<file path="config.mk">
export PLATFORM = sky130hd
export DESIGN_NAME = multichannel_moving_average_unit
export DESIGN_NICKNAME = d
export VERILOG_FILES = /design/src/mcma_pkg.sv /design/src/mcma_ram.sv /design/src/mcma_datapath.sv /design/src/mcma_ctrl.sv /design/src/multichannel_moving_average_unit.sv
export SDC_FILE = /design/constraint.sdc
export NUM_CORES = 1
export LEC_CHECK = 0
export BUFFER_PORTS_ARGS = -buffer_cell sky130_fd_sc_hd__clkbuf_2
export CELL_PAD_IN_SITES_DETAIL_PLACEMENT = 0
export CELL_PAD_IN_SITES_GLOBAL_PLACEMENT = 1
export CORE_MARGIN = 1
export CORE_UTILIZATION = 56
export DETAILED_ROUTE_END_ITERATION = 16
export PLACE_DENSITY = 0.91
export SLEW_MARGIN = 20
export SYNTH_ARGS = -nofsm -noshare
export SYNTH_HDL_FRONTEND = slang
export SYNTH_SLANG_ARGS = --single-unit
export TNS_END_PERCENT = 20
</file>
<file path="constraint.sdc">
create_clock -name aclk -period 7.8 [get_ports aclk]
set_input_delay 1.17 -clock aclk [delete_from_list [all_inputs] [get_ports aclk]]
set_output_delay 1.17 -clock aclk [all_outputs]
set_load 0.02 [all_outputs]
</file>
<file path="src/mcma_pkg.sv">
// Shared constants, field layout and controller/datapath interface types.
package mcma_pkg;

    // Block configuration
    localparam int CHANNELS    = 4;
    localparam int WINDOW      = 8;
    localparam int SAMPLE_BITS = 12;

    // Stream field widths
    localparam int CHAN_W   = 2;
    localparam int SAMPLE_W = 12;
    localparam int TDATA_W  = 16;
    localparam int TUSER_W  = 1;

    // Derived sizes
    localparam int CH_BITS   = (CHANNELS > 1) ? $clog2(CHANNELS) : 1;
    localparam int POS_BITS  = (WINDOW > 1) ? $clog2(WINDOW) : 1;
    localparam int DEPTH     = CHANNELS * WINDOW;
    localparam int ADDR_BITS = (DEPTH > 1) ? $clog2(DEPTH) : 1;
    localparam int SUM_BITS  = $clog2(WINDOW * ((1 << SAMPLE_BITS) - 1) + 1);

    // Reciprocal of WINDOW scaled by 2^SUM_BITS, rounded down
    localparam int RECIP_BITS = SUM_BITS + 1;
    localparam int PROD_BITS  = SUM_BITS + RECIP_BITS;
    localparam logic [RECIP_BITS-1:0] RECIP =
        RECIP_BITS'((64'd1 << SUM_BITS) / WINDOW);

    // Item kinds carried in tuser
    localparam logic KIND_SAMPLE  = 1'b0;
    localparam logic KIND_RESTART = 1'b1;

    // Commands from controller to datapath
    typedef struct packed {
        logic load;        // capture the incoming transfer
        logic restart;     // clear position and primed flag
        logic drop;        // out-of-range channel: only honour frame end
        logic fill_write;  // write one priming entry
        logic fill_done;   // last priming entry: set sum and result
        logic rd;          // read the oldest entry
        logic upd;         // replace entry and update running sum
        logic mul;         // multiply sum by reciprocal
        logic quo;         // correct quotient into result
        logic emit;        // load output register, advance frame
    } cmd_t;

    // Status from datapath to controller
    typedef struct packed {
        logic restart_in;  // incoming transfer is a restart
        logic chan_ok_in;  // incoming channel is in range
        logic primed;
        logic fill_last;   // priming counter at last entry
        logic out_free;    // output register can take a result
    } status_t;

endpackage

</file>
<file path="src/mcma_ram.sv">
// Generic single-port RAM with registered read data.
module mcma_ram #(
    parameter int WIDTH = 12,
    parameter int DEPTH = 32,
    localparam int AW   = (DEPTH > 1) ? $clog2(DEPTH) : 1
) (
    input  logic             aclk,
    input  logic             we,
    input  logic             re,
    input  logic [AW-1:0]    addr,
    input  logic [WIDTH-1:0] wdata,
    output logic [WIDTH-1:0] rdata
);

    logic [WIDTH-1:0] mem [DEPTH];
    logic [WIDTH-1:0] rdata_reg;

    // Write and registered read on one port
    always_ff @(posedge aclk) begin
        if (we) begin
            mem[addr] <= wdata;
        end
        if (re) begin
            rdata_reg <= mem[addr];
        end
    end

    assign rdata = rdata_reg;

endmodule

</file>
<file path="src/mcma_datapath.sv">
// Datapath: window store, running sums, divider by the window length and output register.
module mcma_datapath (
    input  logic                            aclk,
    input  logic                            aresetn,
    input  mcma_pkg::cmd_t                  cmd,
    output mcma_pkg::status_t               status,
    input  logic [mcma_pkg::TDATA_W-1:0]    s_tdata,   // channel, sample
    input  logic [mcma_pkg::TUSER_W-1:0]    s_tuser,   // kind
    input  logic                            s_tlast,   // frame_end
    output logic                            m_tvalid,
    input  logic                            m_tready,
    output logic [mcma_pkg::TDATA_W-1:0]    m_tdata    // out_channel, average
);

    // Captured item
    logic [mcma_pkg::CH_BITS-1:0]     ch_reg;
    logic [mcma_pkg::SAMPLE_BITS-1:0] smp_reg;
    logic                             fend_reg;

    // Frame state
    logic [mcma_pkg::POS_BITS-1:0]    pos_reg;
    logic                             primed_reg;
    logic [mcma_pkg::POS_BITS-1:0]    fill_cnt_reg;

    // Sums and per-entry valid bits
    logic [mcma_pkg::SUM_BITS-1:0]    sums_reg [mcma_pkg::CHANNELS];
    logic                             valid_reg [mcma_pkg::DEPTH];
    logic                             old_valid_reg;

    // Arithmetic pipeline
    logic [mcma_pkg::SUM_BITS-1:0]    acc_reg;
    logic [mcma_pkg::PROD_BITS-1:0]   prod_reg;
    logic [mcma_pkg::SAMPLE_BITS-1:0] result_reg;

    // Output register
    logic                             m_tvalid_reg;
    logic [mcma_pkg::CHAN_W-1:0]      m_chan_reg;
    logic [mcma_pkg::SAMPLE_W-1:0]    m_avg_reg;

    // Input field decode
    logic [mcma_pkg::CHAN_W-1:0]      in_chan;
    logic [15:0]                      in_chan_wide;
    logic [15:0]                      in_smp_wide;
    logic [mcma_pkg::CH_BITS-1:0]     in_ch_idx;
    logic [mcma_pkg::SAMPLE_BITS-1:0] in_smp;

    assign in_chan      = s_tdata[mcma_pkg::CHAN_W-1:0];
    assign in_chan_wide = 16'(in_chan);
    assign in_ch_idx    = in_chan_wide[mcma_pkg::CH_BITS-1:0];
    assign in_smp_wide  = 16'(s_tdata[mcma_pkg::CHAN_W +: mcma_pkg::SAMPLE_W]);
    assign in_smp       = in_smp_wide[mcma_pkg::SAMPLE_BITS-1:0];

    // Memory address: row of the channel, column of fill counter or position
    logic [mcma_pkg::POS_BITS-1:0]    col;
    logic [mcma_pkg::ADDR_BITS-1:0]   addr;
    logic                             ram_we;
    logic [mcma_pkg::SAMPLE_BITS-1:0] ram_rdata;

    assign col    = cmd.fill_write ? fill_cnt_reg : pos_reg;
    assign addr   = mcma_pkg::ADDR_BITS'(32'(ch_reg) * 32'(mcma_pkg::WINDOW) + 32'(col));
    assign ram_we = cmd.fill_write | cmd.upd;

    mcma_ram #(
        .WIDTH (mcma_pkg::SAMPLE_BITS),
        .DEPTH (mcma_pkg::DEPTH)
    ) u_store (
        .aclk  (aclk),
        .we    (ram_we),
        .re    (cmd.rd),
        .addr  (addr),
        .wdata (smp_reg),
        .rdata (ram_rdata)
    );

    // Running sum update: drop oldest entry, add new sample
    logic [mcma_pkg::SAMPLE_BITS-1:0] old_smp;
    logic [mcma_pkg::SUM_BITS-1:0]    new_sum;

    assign old_smp = old_valid_reg ? ram_rdata : '0;
    assign new_sum = sums_reg[ch_reg] - mcma_pkg::SUM_BITS'(old_smp)
                   + mcma_pkg::SUM_BITS'(smp_reg);

    // Quotient estimate is at most one short; fix with one compare
    logic [mcma_pkg::SUM_BITS-1:0]    q_est;
    logic [mcma_pkg::SUM_BITS-1:0]    rem;
    logic [mcma_pkg::SUM_BITS-1:0]    q_fix;

    assign q_est = prod_reg[mcma_pkg::SUM_BITS +: mcma_pkg::SUM_BITS];
    assign rem   = acc_reg - mcma_pkg::SUM_BITS'(32'(q_est) * 32'(mcma_pkg::WINDOW));
    assign q_fix = (rem >= mcma_pkg::SUM_BITS'(mcma_pkg::WINDOW)) ? q_est + 1'b1 : q_est;

    // Frame advance on a frame end, from a dropped transfer or from a finished sample
    logic adv;
    assign adv = (cmd.drop & s_tlast) | (cmd.emit & fend_reg);

    // Control state
    always_ff @(posedge aclk) begin
        if (!aresetn) begin
            pos_reg      <= '0;
            primed_reg   <= 1'b0;
            fill_cnt_reg <= '0;
            m_tvalid_reg <= 1'b0;
            for (int c = 0; c < mcma_pkg::CHANNELS; c++) begin
                sums_reg[c] <= '0;
            end
            for (int i = 0; i < mcma_pkg::DEPTH; i++) begin
                valid_reg[i] <= 1'b0;
            end
        end else begin
            // Position and primed flag
            if (cmd.restart) begin
                pos_reg    <= '0;
                primed_reg <= 1'b0;
            end else if (adv) begin
                if (!primed_reg) begin
                    primed_reg <= 1'b1;
                    pos_reg    <= '0;
                end else if (pos_reg == mcma_pkg::POS_BITS'(mcma_pkg::WINDOW - 1)) begin
                    pos_reg <= '0;
                end else begin
                    pos_reg <= pos_reg + 1'b1;
                end
            end

            // Priming sweep counter
            if (cmd.load) begin
                fill_cnt_reg <= '0;
            end else if (cmd.fill_write) begin
                fill_cnt_reg <= fill_cnt_reg + 1'b1;
            end

            // Mark written entries
            if (ram_we) begin
                valid_reg[addr] <= 1'b1;
            end

            // Running sums
            if (cmd.fill_done) begin
                sums_reg[ch_reg] <= mcma_pkg::SUM_BITS'(32'(smp_reg) * 32'(mcma_pkg::WINDOW));
            end else if (cmd.upd) begin
                sums_reg[ch_reg] <= new_sum;
            end

            // Output valid: set on emit, clear when taken
            if (cmd.emit) begin
                m_tvalid_reg <= 1'b1;
            end else if (m_tready) begin
                m_tvalid_reg <= 1'b0;
            end
        end
    end

    // Payload registers
    always_ff @(posedge aclk) begin
        if (cmd.load) begin
            ch_reg   <= in_ch_idx;
            smp_reg  <= in_smp;
            fend_reg <= s_tlast;
        end
        if (cmd.rd) begin
            old_valid_reg <= valid_reg[addr];
        end
        if (cmd.upd) begin
            acc_reg <= new_sum;
        end
        if (cmd.mul) begin
            prod_reg <= mcma_pkg::PROD_BITS'(acc_reg) * mcma_pkg::PROD_BITS'(mcma_pkg::RECIP);
        end
        if (cmd.fill_done) begin
            result_reg <= smp_reg;
        end else if (cmd.quo) begin
            result_reg <= mcma_pkg::SAMPLE_BITS'(q_fix);
        end
        if (cmd.emit) begin
            m_chan_reg <= mcma_pkg::CHAN_W'(32'(ch_reg));
            m_avg_reg  <= mcma_pkg::SAMPLE_W'(32'(result_reg));
        end
    end

    // Status towards the controller
    assign status.restart_in = (s_tuser[0] == mcma_pkg::KIND_RESTART);
    assign status.chan_ok_in = (32'(in_chan) < 32'(mcma_pkg::CHANNELS));
    assign status.primed     = primed_reg;
    assign status.fill_last  = (fill_cnt_reg == mcma_pkg::POS_BITS'(mcma_pkg::WINDOW - 1));
    assign status.out_free   = ~m_tvalid_reg | m_tready;

    assign m_tvalid = m_tvalid_reg;
    assign m_tdata  = mcma_pkg::TDATA_W'({m_avg_reg, m_chan_reg});

endmodule

</file>
<file path="src/mcma_ctrl.sv">
// Controller: sequences priming fills, read-modify-write and division per sample.
module mcma_ctrl (
    input  logic              aclk,
    input  logic              aresetn,
    input  logic              s_tvalid,
    output logic              s_tready,
    input  mcma_pkg::status_t status,
    output mcma_pkg::cmd_t    cmd
);

    typedef enum logic [6:0] {
        ST_IDLE = 7'b0000001,
        ST_FILL = 7'b0000010,
        ST_READ = 7'b0000100,
        ST_UPD  = 7'b0001000,
        ST_MUL  = 7'b0010000,
        ST_QUO  = 7'b0100000,
        ST_EMIT = 7'b1000000
    } state_t;

    state_t state_reg;
    state_t state_next;
    logic   accept;

    assign s_tready = (state_reg == ST_IDLE);
    assign accept   = s_tvalid & s_tready;

    // Next state and commands
    always_comb begin
        state_next = state_reg;
        cmd        = '0;
        unique case (state_reg)
            ST_IDLE: begin
                if (accept) begin
                    cmd.load = 1'b1;
                    priority if (status.restart_in) begin
                        cmd.restart = 1'b1;
                    end else if (!status.chan_ok_in) begin
                        cmd.drop = 1'b1;
                    end else if (status.primed) begin
                        state_next = ST_READ;
                    end else begin
                        state_next = ST_FILL;
                    end
                end
            end
            ST_FILL: begin
                cmd.fill_write = 1'b1;
                if (status.fill_last) begin
                    cmd.fill_done = 1'b1;
                    state_next    = ST_EMIT;
                end
            end
            ST_READ: begin
                cmd.rd     = 1'b1;
                state_next = ST_UPD;
            end
            ST_UPD: begin
                cmd.upd    = 1'b1;
                state_next = ST_MUL;
            end
            ST_MUL: begin
                cmd.mul    = 1'b1;
                state_next = ST_QUO;
            end
            ST_QUO: begin
                cmd.quo    = 1'b1;
                state_next = ST_EMIT;
            end
            ST_EMIT: begin
                // Hold until the output register is free
                if (status.out_free) begin
                    cmd.emit   = 1'b1;
                    state_next = ST_IDLE;
                end
            end
            default: begin
                state_next = ST_IDLE;
            end
        endcase
    end

    always_ff @(posedge aclk) begin
        if (!aresetn) begin
            state_reg <= ST_IDLE;
        end else begin
            state_reg <= state_next;
        end
    end

endmodule

</file>
<file path="src/multichannel_moving_average_unit.sv">
// A primed sample steps through read, update, multiply, quotient and emit; a priming
// sample through fill, one store write per cycle over the channel's window, and emit.
// New samples are taken only in idle: the single store port and multiply-then-correct
// divide serve one sample, and emit waits for a free output register. The output
// register takes a result while the next sample runs.
// Reset clears sums, position, primed flag and entry valid bits at once; no clearing pass.
module multichannel_moving_average_unit (
    input  logic                            aclk,
    input  logic                            aresetn,
    input  logic                            s_tvalid,
    output logic                            s_tready,
    input  logic [mcma_pkg::TDATA_W-1:0]    s_tdata,   // [1:0] channel, [13:2] sample
    input  logic [mcma_pkg::TUSER_W-1:0]    s_tuser,   // [0] kind
    input  logic                            s_tlast,   // frame_end
    output logic                            m_tvalid,
    input  logic                            m_tready,
    output logic [mcma_pkg::TDATA_W-1:0]    m_tdata    // [1:0] out_channel, [13:2] average
);

    mcma_pkg::cmd_t    cmd;
    mcma_pkg::status_t status;

    // Sequencer
    mcma_ctrl u_ctrl (
        .aclk     (aclk),
        .aresetn  (aresetn),
        .s_tvalid (s_tvalid),
        .s_tready (s_tready),
        .status   (status),
        .cmd      (cmd)
    );

    // Storage and arithmetic
    mcma_datapath u_datapath (
        .aclk     (aclk),
        .aresetn  (aresetn),
        .cmd      (cmd),
        .status   (status),
        .s_tdata  (s_tdata),
        .s_tuser  (s_tuser),
        .s_tlast  (s_tlast),
        .m_tvalid (m_tvalid),
        .m_tready (m_tready),
        .m_tdata  (m_tdata)
    );

endmodule

</file>
==> out/results.ini <==
[run_status]
status = finished, final reports clean

[timing]
clock_skew_ns = 0.0238
period_minus_slack_ns = 4.47
hold_viol = 0
tightest_slew_ns = 1.12
setup_viol = 0
fin_crit_sh_pct = 57.3
relSlewSlack_pct = 24.7
max_freq_mhz = 224
maxSlewViolCount = 0
tns_ns = 0
rsz0062_at_grt = no

[cells_and_area]
multi_input_area_mm2 = 0.00582
final_area_mm2 = 0.0257
drive_gt1_share_pct = 12.8
stdcell_count = 2115
register_area_mm2 = 0.0167
layout-area-overhead-vs-synth_pct = 12.0
largest_reg_flops = 384
final_nets = 1608
utilization_pct = 64.2
fillers = 2747

[floorplanning]
ios = 40
placement_rows = 73
start_util_pct = 57.3
die_y_um = 205
die_w_um = 205
core_area_mm2 = 0.0401
die_area_mm2 = 0.0419

[place]
dp_hpwl_um = 32200
place_congestion = 0.891
io_buffers = 35
dpl_cell_area_mm2 = 0.0238
place_inst = 2010

[yosys]
synthAdderAreaFrac_pct = 2.82
ys.flop_type = edfxtp_1
synth_compound_gate_area_share_pct = 13.4
syn_area_per_cell_um2 = 15.4
synth_cells = 1491
async_flop_share_pct = 0
ys_seq_area_share_pct = 72.5
yosys.area_share.simple_pct = 5.63
ys.warnings.count = 0
synth_xor_xnor_area_share_pct = 0.915
synth_cell_type_count = 59
synth_edf_count = 522
ys_ff_latch = 571
synth_top_family_by_area = compound AO/OA/AOI/OAI gates
syn-cell-area_mm2 = 0.0230
synth_mux_area_share_pct = 2.11

[worst_setup_path]
end_kind = flop
critPathRequiredTime_ns = 8.13
critPathKind = reg -> reg
cp_max_fo = 70
worstPathArrival_ns = 4.80
crit_chain = nor3_2 > nand2_1 > nor3b_4 > mux2_4 > buf_4 > a22o_1 > a221oi_1 > o22ai_1 > or4_1
crit_slowest_cell = nor3b_4
reg2reg_depth = 9
critPathLaunchType = flop
max_stage_delay_ns = 0.77

[flow_run]
maxCapViolCount = 0

[power]
power.net_switching_mw = 1.97
p_comb_share_pct = 16.0
power_mw = 7.46
pwr-share-seq_pct = 48.0
switching_share_pct = 26.4
p_leak_nw = 8.94
p_per_area_mw_per_mm2 = 290
vdd_drop_max_v = 0.000304
cell_internal_pwr_mw = 5.48
clkPwrFrac_pct = 36.0

[route]
ant_nets = 0
drcViolationCount = 0
vias = 13900
initialDrtViolationCount = 1504
firstDrtPassIters = 5
routed_wirelength_um = 54800
via_per_inst = 6.58
wl_per_cell_um = 25.9

[clocking]
cts_made_buffers = 55
postCtsSetupBuffers = 0
clock_latency_ns = 0.62
cts_tree = done
cts_buffer_depth = 3
hold_buffers = 0
clkTransAtPathRegs_ns = 0.06
cts-root-buf = clkbuf_16
cts_sinks = 571
cts.htree.levels = 2
ctsResizeCount = 0

[grt]
grt_max_degree = 71
grt_pass1_wl_um = 80900
grt_pass1_vias = 13500
overflow = 0
grt_antenna_before_repair = 1
track_usage_pct = 26.3

[hold_path]
hold-path-cell-count = 0
hold_class = reg -> reg

## routing by layer
layer | vias up | GRT usage [%] | wire length, um
li1 | 6046 | - | -
met1 | 6992 | 34.8 | 21400
met2 | 735 | 42.6 | 26500
met3 | 138 | 4.42 | 4520
met4 | 0 | 12.4 | 2340
met5 | - | 0 | 0
## cell usage after synthesis, types with 7 or more instances
library cell / instances / share of area (%)
edfxtp_1: 522 / 68
nor2_1: 111 / 1.8
a221oi_1: 104 / 4.0
a22o_1: 104 / 4.0
inv_1: 86 / 1.4
clkbuf_1: 61 / 1.0
o22ai_1: 54 / 1.5
dfxtp_1: 49 / 4.3
nand2_1: 38 / 0.62
o21a_1: 33 / 1.1
ha_1: 31 / 1.7
a21oi_1: 26 / 0.57
o21ai_0: 23 / 0.50
nor3_1: 21 / 0.46
or4_1: 17 / 0.56
mux4_2: 15 / 1.5
and2_1: 14 / 0.38
xnor2_1: 14 / 0.53
fa_1: 13 / 1.1
a21o_1: 12 / 0.39
nand2b_1: 11 / 0.30
a31oi_1: 10 / 0.27
xor2_1: 10 / 0.38
mux2i_1: 9 / 0.39
nand3_1: 9 / 0.20
nor2b_1: 9 / 0.24
buf_2: 7 / 0.15
## layout make-up
| type | instances | share of cell area, % |
|---|---|---|
| Sequential cell | 571 | 64.7 |
| Tap cell | 525 | 2.55 |
| Clock buffer | 75 | 6.21 |
| Multi-Input combinational cell | 761 | 22.6 |
| Clock inverter | 29 | 1.01 |
| Timing Repair Buffer | 66 | 1.59 |
| Antenna cell | 1 | 0.00973 |
| Inverter | 87 | 1.27 |
## path summary, 6_finish.rpt
kind                                          startpoint                           to  slack [ns]
worst max register to register       u_ctrl.state_reg[0]  u_datapath.u_store.rdata[0]        3.33
worst min-delay path            u_datapath.result_reg[1]      u_datapath.m_avg_reg[1]        0.42
worst min register to register  u_datapath.result_reg[1]      u_datapath.m_avg_reg[1]        0.42
worst max-delay path                 u_ctrl.state_reg[0]  u_datapath.u_store.rdata[0]        3.33
## critical path, delay by kind of cell (launching register included)
kind | cells | cell delay, ns
and+or+nand+nor | 4 | 1.83
muxes | 1 | 0.56
DFF | 1 | 0.32
buffers and inverters | 1 | 0.47
AOI/OAI and AO/OA | 3 | 0.95
## cells by family after synthesis
family / Yosys count
adder cells (fa/ha/maj): 44
other: 1
XOR/XNOR: 24
buffers and inverters: 160
AO/OA/AOI/OAI: 399
multiplexers: 29
AND/OR/NAND/NOR: 263
flip-flops: 571
## per-stage QoR
step | setup WS, ns | hold WS, ns
floorplan | 3.61 | 0.400
global placement | 3.23 | 0.405
detailed placement | 3.13 | 0.406
CTS | 3.10 | 0.420
global route | 3.16 | 0.424
finish | 3.33 | 0.421
## layout by cell type (no fill, tap or decap), drive strengths merged, types with 11 or more instances in the layout
cell type  count
fa            13
nand2b        11
nor2         111
or4           17
nand2         38
ha            31
a22o         104
xnor2         14
nor3          22
o21ai         24
o21a          33
buf           31
dfxtp         49
inv           87
clkbuf       110
edfxtp       522
clkinv        22
mux4          15
o22ai         54
a221oi       104
and2          14
a21oi         26
a21o          12
## power by group through the flow
stage | Combinational [mW] | Sequential, mW | Clock, mW
after floorplan | 0.711 | 3.71 | 0
after global placement | 1.13 | 3.64 | 0
after detailed placement | 1.16 | 3.64 | 0
after CTS | 1.17 | 3.58 | 2.70
after global routing | 1.27 | 3.58 | 2.81
final | 1.20 | 3.58 | 2.68
Note: power is estimated with default switching activity, not from simulation.
